==> config.mk <==
export PLATFORM = sky130hd
export DESIGN_NAME = dsp_adpcm_decoder
export DESIGN_NICKNAME = d
export VERILOG_FILES = /design/src/adpcm_pkg.sv /design/src/adpcm_ctrl.sv /design/src/adpcm_dp.sv /design/src/dsp_adpcm_decoder.sv
export SDC_FILE = /design/constraint.sdc
export NUM_CORES = 2
export LEC_CHECK = 0
export CORE_ASPECT_RATIO = 1.5
export CORE_MARGIN = 5
export CORE_UTILIZATION = 55
export CTS_CLUSTER_DIAMETER = 150
export DETAILED_ROUTE_END_ITERATION = 10
export DONT_BUFFER_PORTS = 1
export GPL_TIMING_DRIVEN = 1
export PLACE_DENSITY = 0.7
export SYNTH_ARGS = -nofsm -noshare
export SYNTH_HDL_FRONTEND = slang
export SYNTH_HIERARCHICAL = 1
export SYNTH_SLANG_ARGS = --single-unit
==> constraint.sdc <==
create_clock -name clk -period 15.3 [get_ports clk]
set_input_delay 0.765 -clock clk [delete_from_list [all_inputs] [get_ports clk]]
set_output_delay 0.765 -clock clk [all_outputs]
set_load 0.02 [all_outputs]
==> src/adpcm_pkg.sv <==
// ----------------------------------------------------------------------------
// adpcm_pkg
// Shared widths, constants and controller/datapath command types for the
// DSP ADPCM decoder.
// ----------------------------------------------------------------------------
package adpcm_pkg;

  localparam int SAMPLE_W   = 16;
  localparam int BYTE_W     = 8;
  localparam int NIB_W      = 4;
  localparam int POS_W      = 4;
  localparam int COEF_REGS  = 8;
  localparam int CFG_IDX_W  = $clog2(COEF_REGS);
  localparam int CFG_DATA_W = 64;
  localparam int PROD_W     = 2 * SAMPLE_W;
  localparam int ACC_W      = 34;
  localparam int FRAC_BITS  = 11;
  localparam int Q_W        = ACC_W - FRAC_BITS;
  localparam int ROUND_BIAS = 'h400;
  localparam int SAT_HIGH   = 'h7FFF;
  localparam int SAT_LOW    = -'h8000;
  localparam int HDR_POS    = 2;

  typedef struct packed {
    logic load_ctx;
    logic load_hdr;
    logic take_byte;
    logic mul_first;
    logic mul_second;
    logic sel_low;
    logic commit;
    logic last;
  } cmd_t;

  typedef struct packed {
    logic hdr_due;
    logic pos_odd;
  } sts_t;

endpackage

==> src/adpcm_ctrl.sv <==
// ----------------------------------------------------------------------------
// adpcm_ctrl
// Sequencer: takes words, walks each kept nibble through the shared
// multiplier and hands finished samples to the result register.
// ----------------------------------------------------------------------------
module adpcm_ctrl (
  input  logic              clk,
  input  logic              rst,
  input  logic              item_valid,
  output logic              item_ready,
  input  logic              action,
  input  logic              take_high,
  input  logic              take_low,
  output logic              result_valid,
  input  logic              result_ready,
  input  adpcm_pkg::sts_t   sts,
  output adpcm_pkg::cmd_t   cmd
);

  typedef enum logic [3:0] {
    ST_IDLE = 4'b0001,
    ST_MUL0 = 4'b0010,
    ST_MUL1 = 4'b0100,
    ST_SUM  = 4'b1000
  } state_t;

  state_t state, state_next;
  logic   pend_low, pend_low_next;
  logic   cur_low, cur_low_next;
  logic   result_valid_next;
  logic   want_high;
  logic   slot_free;

  assign item_ready = (state == ST_IDLE);
  assign want_high  = take_high & ~sts.pos_odd;
  assign slot_free  = ~result_valid | result_ready;

  always_comb begin
    cmd           = '0;
    state_next    = state;
    pend_low_next = pend_low;
    cur_low_next  = cur_low;
    case (state)
      ST_IDLE: begin
        if (item_valid) begin
          if (action) begin
            cmd.load_ctx = 1'b1;
          end else if (sts.hdr_due) begin
            cmd.load_hdr = 1'b1;
          end else begin
            cmd.take_byte = 1'b1;
            pend_low_next = take_low;
            cur_low_next  = ~want_high;
            if (want_high | take_low) begin
              state_next = ST_MUL0;
            end
          end
        end
      end
      ST_MUL0: begin
        cmd.mul_first = 1'b1;
        state_next    = ST_MUL1;
      end
      ST_MUL1: begin
        cmd.mul_second = 1'b1;
        cmd.sel_low    = cur_low;
        state_next     = ST_SUM;
      end
      ST_SUM: begin
        cmd.last = cur_low | ~pend_low;
        if (slot_free) begin
          cmd.commit = 1'b1;
          if (cmd.last) begin
            state_next = ST_IDLE;
          end else begin
            cur_low_next = 1'b1;
            state_next   = ST_MUL0;
          end
        end
      end
      default: begin
        state_next = ST_IDLE;
      end
    endcase
  end

  always_comb begin
    if (cmd.commit) begin
      result_valid_next = 1'b1;
    end else if (result_ready) begin
      result_valid_next = 1'b0;
    end else begin
      result_valid_next = result_valid;
    end
  end

  always_ff @(posedge clk) begin
    if (rst) begin
      state        <= ST_IDLE;
      pend_low     <= 1'b0;
      cur_low      <= 1'b0;
      result_valid <= 1'b0;
    end else begin
      state        <= state_next;
      pend_low     <= pend_low_next;
      cur_low      <= cur_low_next;
      result_valid <= result_valid_next;
    end
  end

  a_commit_free: assert property (@(posedge clk) disable iff (rst)
    cmd.commit |-> (!result_valid || result_ready))
    else $error("sample committed over an untaken result");

  a_sum_hold: assert property (@(posedge clk) disable iff (rst)
    (state == ST_SUM && result_valid && !result_ready) |=> (state == ST_SUM))
    else $error("sum left while result stalled");

  a_high_then_low: assert property (@(posedge clk) disable iff (rst)
    (cmd.commit && !cur_low && pend_low) |=> (state == ST_MUL0 && cur_low))
    else $error("low nibble not started after high");

  a_result_hold: assert property (@(posedge clk) disable iff (rst)
    (result_valid && !result_ready) |=> result_valid)
    else $error("result dropped");

  a_busy_no_take: assert property (@(posedge clk) disable iff (rst)
    (state != ST_IDLE) |-> !(cmd.take_byte || cmd.load_ctx || cmd.load_hdr))
    else $error("word taken while busy");

endmodule

==> src/adpcm_dp.sv <==
// ----------------------------------------------------------------------------
// adpcm_dp
// Datapath: coefficient registers, decoder context, shared 16x16 multiplier,
// accumulator, floor shift, saturation and the result register.
// ----------------------------------------------------------------------------
module adpcm_dp (
  input  logic                                      clk,
  input  logic                                      rst,
  input  adpcm_pkg::cmd_t                           cmd,
  output adpcm_pkg::sts_t                           sts,
  input  logic [adpcm_pkg::BYTE_W-1:0]              data_byte,
  input  logic signed [adpcm_pkg::SAMPLE_W-1:0]     hist_newest,
  input  logic signed [adpcm_pkg::SAMPLE_W-1:0]     hist_older,
  input  logic [adpcm_pkg::POS_W-1:0]               frame_nibble,
  input  logic                                      cfg_write,
  input  logic [adpcm_pkg::CFG_IDX_W-1:0]           cfg_index,
  input  logic [adpcm_pkg::CFG_DATA_W-1:0]          cfg_data,
  output logic signed [adpcm_pkg::SAMPLE_W-1:0]     pcm_sample,
  output logic                                      last_of_item
);

  localparam int SW = adpcm_pkg::SAMPLE_W;
  localparam int AW = adpcm_pkg::ACC_W;
  localparam int QW = adpcm_pkg::Q_W;
  localparam logic signed [QW-1:0] Q_HIGH = QW'(adpcm_pkg::SAT_HIGH);
  localparam logic signed [QW-1:0] Q_LOW  = QW'(adpcm_pkg::SAT_LOW);

  logic [adpcm_pkg::CFG_DATA_W-1:0] coef_word [adpcm_pkg::COEF_REGS];
  logic [adpcm_pkg::BYTE_W-1:0]     header;
  logic [adpcm_pkg::POS_W-1:0]      pos;
  logic [adpcm_pkg::BYTE_W-1:0]     byte_r;
  logic signed [SW-1:0]             y1, y2;
  logic signed [adpcm_pkg::PROD_W-1:0] prod;
  logic signed [AW-1:0]             acc;

  logic [adpcm_pkg::CFG_DATA_W-1:0] word_sel;
  logic [2*SW-1:0]                  pair_sel;
  logic signed [SW-1:0]             c0, c1, mul_a, mul_b;
  logic [adpcm_pkg::NIB_W-1:0]      nib;
  logic signed [AW-1:0]             nib_ext, base, total;
  logic signed [QW-1:0]             q;
  logic signed [SW-1:0]             sat;

  assign sts.hdr_due = (pos < adpcm_pkg::POS_W'(adpcm_pkg::HDR_POS));
  assign sts.pos_odd = pos[0];

  assign word_sel = coef_word[header[7:5]];
  assign pair_sel = header[4] ? word_sel[63:32] : word_sel[31:0];
  assign c0       = pair_sel[SW-1:0];
  assign c1       = pair_sel[2*SW-1:SW];
  assign mul_a    = cmd.mul_second ? c1 : c0;
  assign mul_b    = cmd.mul_second ? y2 : y1;

  assign nib     = cmd.sel_low ? byte_r[3:0] : byte_r[7:4];
  assign nib_ext = AW'($signed(nib));
  assign base    = ((nib_ext <<< header[3:0]) <<< adpcm_pkg::FRAC_BITS)
                   + AW'(adpcm_pkg::ROUND_BIAS);

  assign total = acc + AW'(prod);
  assign q     = QW'(total >>> adpcm_pkg::FRAC_BITS);

  always_comb begin
    if (q > Q_HIGH) begin
      sat = SW'(Q_HIGH);
    end else if (q < Q_LOW) begin
      sat = SW'(Q_LOW);
    end else begin
      sat = SW'(q);
    end
  end

  always_ff @(posedge clk) begin
    if (rst) begin
      for (int i = 0; i < adpcm_pkg::COEF_REGS; i++) begin
        coef_word[i] <= '0;
      end
    end else if (cfg_write) begin
      coef_word[cfg_index] <= cfg_data;
    end
  end

  always_ff @(posedge clk) begin
    if (rst) begin
      header <= '0;
      pos    <= '0;
      y1     <= '0;
      y2     <= '0;
    end else begin
      if (cmd.load_ctx) begin
        header <= data_byte;
        pos    <= frame_nibble;
        y1     <= hist_newest;
        y2     <= hist_older;
      end else if (cmd.load_hdr) begin
        header <= data_byte;
        pos    <= adpcm_pkg::POS_W'(adpcm_pkg::HDR_POS);
      end else if (cmd.take_byte) begin
        pos <= pos + (pos[0] ? adpcm_pkg::POS_W'(1) : adpcm_pkg::POS_W'(2));
      end
      if (cmd.commit) begin
        y2 <= y1;
        y1 <= sat;
      end
    end
  end

  always_ff @(posedge clk) begin
    if (cmd.take_byte) begin
      byte_r <= data_byte;
    end
    if (cmd.mul_first || cmd.mul_second) begin
      prod <= mul_a * mul_b;
    end
    if (cmd.mul_second) begin
      acc <= base + AW'(prod);
    end
    if (cmd.commit) begin
      pcm_sample   <= sat;
      last_of_item <= cmd.last;
    end
  end

endmodule

==> src/dsp_adpcm_decoder.sv <==
// ----------------------------------------------------------------------------
// dsp_adpcm_decoder
// 4-bit DSP ADPCM decoder, one wave byte per word, up to two samples out.
//
//  channel  ports                                            dir
//  item     item_valid/ready, action, data_byte, take_*,     in
//           hist_newest, hist_older, frame_nibble
//  result   result_valid/ready, pcm_sample, last_of_item     out
//  cfg      cfg_valid/ready, cfg_index, cfg_data             in
//
// Context load or header byte: taken from idle. Wave byte: taken, then each
// kept nibble makes two passes through the shared 16x16 multiplier, then sum.
// Reset clears coefficients, history, header and position; no clearing pass.
// A stalled result holds the sum stage and the input; the next word is taken
// only once the last sample of the current word sits in the result register.
// ----------------------------------------------------------------------------
module dsp_adpcm_decoder (
  input  logic                                  clk,
  input  logic                                  rst,
  input  logic                                  item_valid,
  output logic                                  item_ready,
  input  logic                                  action,
  input  logic [adpcm_pkg::BYTE_W-1:0]          data_byte,
  input  logic                                  take_high,
  input  logic                                  take_low,
  input  logic signed [adpcm_pkg::SAMPLE_W-1:0] hist_newest,
  input  logic signed [adpcm_pkg::SAMPLE_W-1:0] hist_older,
  input  logic [adpcm_pkg::POS_W-1:0]           frame_nibble,
  output logic                                  result_valid,
  input  logic                                  result_ready,
  output logic signed [adpcm_pkg::SAMPLE_W-1:0] pcm_sample,
  output logic                                  last_of_item,
  input  logic                                  cfg_valid,
  output logic                                  cfg_ready,
  input  logic [adpcm_pkg::CFG_IDX_W-1:0]       cfg_index,
  input  logic [adpcm_pkg::CFG_DATA_W-1:0]      cfg_data
);

  adpcm_pkg::cmd_t cmd;
  adpcm_pkg::sts_t sts;

  assign cfg_ready = 1'b1;

  adpcm_ctrl u_ctrl (
    .clk          (clk),
    .rst          (rst),
    .item_valid   (item_valid),
    .item_ready   (item_ready),
    .action       (action),
    .take_high    (take_high),
    .take_low     (take_low),
    .result_valid (result_valid),
    .result_ready (result_ready),
    .sts          (sts),
    .cmd          (cmd)
  );

  adpcm_dp u_dp (
    .clk          (clk),
    .rst          (rst),
    .cmd          (cmd),
    .sts          (sts),
    .data_byte    (data_byte),
    .hist_newest  (hist_newest),
    .hist_older   (hist_older),
    .frame_nibble (frame_nibble),
    .cfg_write    (cfg_valid & cfg_ready),
    .cfg_index    (cfg_index),
    .cfg_data     (cfg_data),
    .pcm_sample   (pcm_sample),
    .last_of_item (last_of_item)
  );

endmodule
[Word level (Yosys, flattened, before mapping)]
Memories as Yosys holds them, arrays and structs flattened. A register that Yosys moved wholly into a read port is not among the register bits.
Index checks and enable logic that the tools add are counted.
Storage, ports and cells
  word-level logic and storage cells: 104
  RAM bits: 512
  bits of input ports: 119
  register bits after elaboration: 142
  memories kept: 1
Operators by class
  $mul: 1
  reduce and logical (&&, ||, !) cells: 10
  mux-type cells: 51
  equal/unequal tests: 10
  shift-type cells: 1
  bitwise logic cells: 10
  $lt $le $gt $ge: 3
  $add $sub $neg: 4
Memories
  u_dp.coef_word: depth 8, width 64, rd ports 1, clocked after memory_dff 1, write ports 8, RTL line adpcm_dp.sv:28  | logic [adpcm_pkg::CFG_DATA_W-1:0] coef_word [adpcm_pkg::COEF_REGS];
Operator list (number)
  $mux 16: 8
  $add 34x32->34: 2
  $mux 64: 1
  $reduce_or 64->1: 1
  $mux 4: 9
  $add 34x12->34 const B: 1
  $mul 16x16->32: 1
  $mux 32: 1
  $gt 23x16->1 const B: 1
  $lt 23x16->1 const B: 1
  $sshl 4x4->23: 1
  $mux 1: 18
  $mux 8: 2
  $pmux 4 s4: 1
  $mux 3: 5
  $mux 2: 5
  $ne 2x2->1 const B: 4
  $reduce_bool 2->1: 4
  $not 1->1: 6
  $reduce_and 6->1: 1
  $reduce_and 5->1: 1
  $add 4x4->4: 1
  $eq 4x1->1 const B: 1
  $eq 4x2->1 const B: 1
  10 further kinds: 13

[Depth between registers and ports, before layout]
  depth after elaboration: 9
  depth in mapped cells: 34

[Cells and area by module]
The synthesis kept the hierarchy.
Modules (own cells, without submodules)
  adpcm_dp: cells each 3139, seq. area each 19048.3 um2, area an instance 40048.4 um2, times used 1
  adpcm_ctrl: cells each 52, seq. area each 140.1 um2, area an instance 486.7 um2, times used 1
  dsp_adpcm_decoder: cells each 2, seq. area each 0.0 um2, area an instance 11.3 um2, times used 1

[Worst setup path after synthesis]
Ideal clock, no wire load.
  path kind: reg2reg
  start: register u_ctrl.state[1]
  end: register u_dp/prod[31] in the netlist's numbering, data pin
  arrival time: 10.327 ns
  period minus slack after synthesis: 10.586 ns
  library setup time: 0.260 ns
  cell stages (with the launch flop): 33
  slack: 4.714 ns
  data required time: 15.040 ns
  path through: dfxtp_1 buf_6 nand2b_1 nor3_1 clkbuf_1 buf_1 buf_1 mux2i_1 clkbuf_1 nor2_1 fa_1 inv_1 fa_1 fa_1 inv_1 fa_1 fa_1 inv_1 fa_1 inv_1 ha_1 a21o_1 a211o_1 or3_1 a211oi_1 o41ai_1 a211oi_1 o21ai_1 a21oi_1 nor2b_1 nor3_1 o21ba_1 xnor2_1
RTL lines
  start: declaration: RTL line adpcm_ctrl.sv:27  | state_t state, state_next;
  start signal: assignment: RTL line adpcm_ctrl.sv:104  | state <= state_next;
  end signal: assignment: RTL line adpcm_dp.sv:112  | prod <= mul_a * mul_b;
  end: declaration: RTL line adpcm_dp.sv:33  | logic signed [adpcm_pkg::PROD_W-1:0] prod;

==> flow_results.xml <==
<?xml version="1.0" encoding="UTF-8"?>
<metrics>
  <group name="worst_setup_path">
    <metric name="worst_reg_to_reg_setup_slack" unit="ns">4.79</metric>
    <metric name="critPathMaxStageDelay" unit="ns">0.90</metric>
    <metric name="crit_path_end_kind" unit="">flip-flop</metric>
    <metric name="critical_path.max_fanout" unit="">92</metric>
    <metric name="crit_required" unit="ns">15.66</metric>
    <metric name="critical-path-slowest-cell" unit="">mux2i_2</metric>
    <metric name="setup.worst_path.class" unit="">flip-flop to flip-flop</metric>
    <metric name="crit_path_frequent_cell" unit="">fa_1</metric>
    <metric name="critical_path_arrival" unit="ns">10.88</metric>
    <metric name="setup.worst_path.start_class" unit="">flip-flop</metric>
  </group>
  <group name="power">
    <metric name="total_power_after_layout" unit="mW">6.44</metric>
    <metric name="p_leak" unit="nW">17.1</metric>
    <metric name="peakVddDrop" unit="mV">0.112</metric>
    <metric name="power_density" unit="nW/um2">147</metric>
  </group>
  <group name="die">
    <metric name="rows" unit="">122</metric>
    <metric name="dieHeight" unit="um">343</metric>
    <metric name="design.core.area" unit="um2">73400</metric>
    <metric name="initial_core_util" unit="">0.552</metric>
    <metric name="die-area" unit="um2">79400</metric>
    <metric name="chipWidth" unit="um">232</metric>
    <metric name="boundaryPins" unit="">139</metric>
  </group>
  <group name="synthesis">
    <metric name="synth_warnings" unit="">6</metric>
    <metric name="synth-simple-area-share" unit="">0.139</metric>
    <metric name="synth_top_flop_cell" unit="">edfxtp_1</metric>
    <metric name="post_synth_xor_area_fraction" unit="">0.0153</metric>
    <metric name="synth_largest_type_area_fraction" unit="">0.447</metric>
    <metric name="synthesis.area" unit="um2">40500</metric>
    <metric name="synth-async-reset-ratio" unit="">0</metric>
    <metric name="cell_type_contributing_the_most_total_cell_area_after_synthesis" unit="">edfxtp_1</metric>
    <metric name="synth_area_leaders" unit="">edfxtp_1 45%, fa_1 13%, mux4_2 8.9%, and2_1 8.0%, ha_1 4.2%</metric>
    <metric name="post_synth_fa_ha_maj_area_fraction" unit="">0.172</metric>
    <metric name="synth.ff_latch_count" unit="">657</metric>
    <metric name="syn-mean-instance-area" unit="um2">12.7</metric>
    <metric name="synth_cell_type_count" unit="">83</metric>
    <metric name="share_of_the_yosys_chip_area_belonging_to_registers" unit="">0.473</metric>
    <metric name="main_combinational_cell_family_by_area_after_synthesis" unit="">adder cells</metric>
    <metric name="synth.mux.area_fraction" unit="">0.105</metric>
    <metric name="synth-compound-area-share" unit="">0.0465</metric>
    <metric name="postSynthCellCount" unit="">3193</metric>
    <metric name="synth_enable_flop_cells" unit="">603</metric>
    <metric name="post_synthesis_net_count" unit="">3711</metric>
  </group>
  <group name="cts">
    <metric name="ctsLongestPathBuffers" unit="">3</metric>
    <metric name="cts_hold_buf" unit="">0</metric>
    <metric name="insertion_delay" unit="ns">0.64</metric>
    <metric name="cts_root_buffer" unit="">clkbuf_16</metric>
    <metric name="clock-sinks" unit="">657</metric>
    <metric name="cts-buffers-inserted" unit="">66</metric>
    <metric name="cts.reportedPaths.clkPinSlew" unit="ns">0.07</metric>
    <metric name="cts.htree.levels" unit="">3</metric>
    <metric name="cts_tree" unit="">yes</metric>
    <metric name="post-cts-setup-buffers" unit="">0</metric>
    <metric name="cells_resized_by_post_cts_repair" unit="">0</metric>
  </group>
  <group name="drt">
    <metric name="first_iter_violations" unit="">1793</metric>
    <metric name="remaining_drc_errors" unit="">0</metric>
    <metric name="routed-via-count" unit="">24600</metric>
    <metric name="detail_route.vias_per_cell" unit="">5.88</metric>
    <metric name="drt_wl_total" unit="um">103000</metric>
    <metric name="route.detailed.wl_per_inst" unit="um">24.7</metric>
    <metric name="drt_first_pass_iters" unit="">7</metric>
    <metric name="antenna_left" unit="">0</metric>
  </group>
  <group name="sta">
    <metric name="fin_worst_skew" unit="ns">0.0552</metric>
    <metric name="finalSetupTns" unit="ns">0</metric>
    <metric name="slew_headroom" unit="">0.228</metric>
    <metric name="setup_viol" unit="">0</metric>
    <metric name="hold_violations" unit="">0</metric>
    <metric name="worst_slew_pin_slew" unit="ns">1.14</metric>
    <metric name="final_critical_path_setup_slack" unit="ns">4.79</metric>
    <metric name="max_freq" unit="GHz">0.0951</metric>
    <metric name="post-route-min-period" unit="ns">10.51</metric>
    <metric name="finalMaxSlewViolations" unit="">0</metric>
    <metric name="final_min_period_over_clock_period" unit="">0.687</metric>
    <metric name="rsz0062_at_grt" unit="">false</metric>
  </group>
  <group name="grt">
    <metric name="via_count_of_the_first_global_routing_pass" unit="">27200</metric>
    <metric name="grt.total_usage" unit="">0.263</metric>
    <metric name="grt_overflow_total" unit="">0</metric>
    <metric name="grt_pass1_wl" unit="um">158000</metric>
    <metric name="number_of_antenna_violations_at_the_first_check_in_global_routing" unit="">0</metric>
    <metric name="maximum_number_of_pins_on_one_net_before_global_route_repair" unit="">93</metric>
  </group>
  <group name="run_status">
    <metric name="result_of_the_run" unit="">finished, final reports clean</metric>
  </group>
  <group name="placed_design">
    <metric name="place.gp.congestion" unit="">0.977</metric>
    <metric name="post-place-cells" unit="">4073</metric>
    <metric name="numPortBuffers" unit="">0</metric>
    <metric name="pre_cts_slack" unit="ns">4.85</metric>
    <metric name="detailedPlacementHpwl" unit="um">69300</metric>
  </group>
  <group name="layout">
    <metric name="areaGrowthSynthToFinish" unit="%">7.92</metric>
    <metric name="finish.cell_count_without_fillers" unit="">4188</metric>
    <metric name="final_layout_size_suffix_gt1_frac" unit="">0.118</metric>
    <metric name="finalNetCount" unit="">3667</metric>
  </group>
  <group name="flow_run">
    <metric name="maxCapViolations" unit="">0</metric>
  </group>
  <group name="min_path">
    <metric name="worst_hold_class" unit="">input port to flip-flop</metric>
  </group>
</metrics>
[flip-flops by register name, summed over array words and instances (netlist names), 4 cells and up, named ones only]
name             cells
u_dp/byte_r          8
u_dp/prod           32
u_dp/y2             16
u_dp/pcm_sample     16
u_dp/header          8
u_dp/acc            34
u_dp/pos             4
u_dp/y1             16
u_ctrl/state         4
u_dp/coef_word     512
[metrics by stage]
stage | instance area (um2) | util | hold slack [ns]
finish | 43800 | 0.596 | 0.222
detailed placement | 41600 | 0.566 | 0.451
CTS | 43800 | 0.596 | 0.186
floorplan | 40500 | - | 0.427
global placement | 41600 | 0.566 | 0.442
global route | 43800 | 0.596 | 0.192
[critical path, delay by kind of cell (launching register included)]
family / cells / cell delay, ns
simple gates: 4 / 0.72
xor+xnor: 1 / 0.06
mux: 3 / 1.99
fa+ha+maj: 7 / 3.29
compound gates: 8 / 1.93
buf+inv: 5 / 1.23
flops: 1 / 0.89
[Yosys cell counts (4+ instances only)]
cell      number
o21ai_0       32
nand3_1       12
o21ai_1        7
nor2_1       240
a211o_1        4
ha_1         136
a21oi_1       89
and2_1       519
nor2b_1       22
a211oi_1      27
fa_1         263
or3_1          9
a311oi_1       5
nand4_1        5
nor3_1        20
mux2i_1       54
nand2b_1      23
a21boi_0       5
inv_1        345
a21oi_2        4
clkbuf_1     124
edfxtp_1     603
buf_4          4
buf_2         11
xor2_1        19
a311oi_2      10
nand2_2       10
o21bai_1      13
o21a_1         6
buf_1         16
a31oi_1        7
nand2_1      160
xnor2_1       52
mux2_2         9
or2_2         15
and3_1         8
a21o_1        26
o22ai_1        5
mux4_2       160
dfxtp_1       54
[cell usage in the layout, fill, tap and decap left out, types with 22 or more instances in the layout]
| cell type | n |
|---|---|
| nor2_1 | 234 |
| inv_1 | 345 |
| nand2_1 | 160 |
| ha_1 | 136 |
| dfxtp_1 | 50 |
| fa_1 | 263 |
| nand2b_1 | 23 |
| buf_4 | 46 |
| a21o_1 | 26 |
| edfxtp_1 | 603 |
| o21ai_0 | 32 |
| a211oi_1 | 27 |
| and2_1 | 519 |
| a21oi_1 | 89 |
| mux2i_1 | 52 |
| clkbuf_16 | 68 |
| xnor2_1 | 52 |
| mux4_2 | 160 |
| nor2b_1 | 22 |
[power breakdown]
group | leakage (nW) | switching (mW) | internal (mW)
clock | 1.05 | 0.700 | 0.936
combinational | 9.84 | 1.55 | 1.01
sequential | 6.17 | 0.0801 | 2.15
[per-layer routing]
| metal | global-route usage | wire, um | vias up |
|---|---|---|---|
| li1 | - | - | 10900 |
| met1 | 0.285 | 35200 | 12600 |
| met2 | 0.495 | 56300 | 858 |
| met3 | 0.0463 | 6280 | 289 |
| met4 | 0.125 | 5400 | 0 |
| met5 | 0 | 0 | - |
[worst paths after layout]
check / end / start / depth (start not counted)
setup / recovery: u_dp/prod[31] / flip-flop / 28
hold / removal: u_ctrl/result_valid / rst / 1
setup reg to reg: u_dp/prod[31] / flip-flop / 28
hold reg to reg: u_dp/acc[4] / u_dp/prod[4] / 0
[area by class of cell]
| class | count | area, um2 |
|---|---|---|
| tap | 992 | 1240 |
| antenna | 1 | 2.50 |
| inverter | 346 | 1300 |
| multi-input combinational | 2031 | 19500 |
| clock inverter | 28 | 373 |
| timing repair buffer | 47 | 365 |
| fill | 5763 | 29700 |
| sequential | 657 | 19200 |
| clock buffer | 86 | 1790 |
[logic make-up after synthesis]
| logic type | after synthesis |
|---|---|
| muxes | 225 |
| AOI/OAI and AO/OA | 275 |
| other | 1 |
| adders and majority gates | 399 |
| xor gates and xnor gates | 71 |
| DFF | 657 |
| and+or+nand+nor | 1060 |
| buffers and inverters | 505 |
Note: power is estimated with default switching activity, not from simulation.
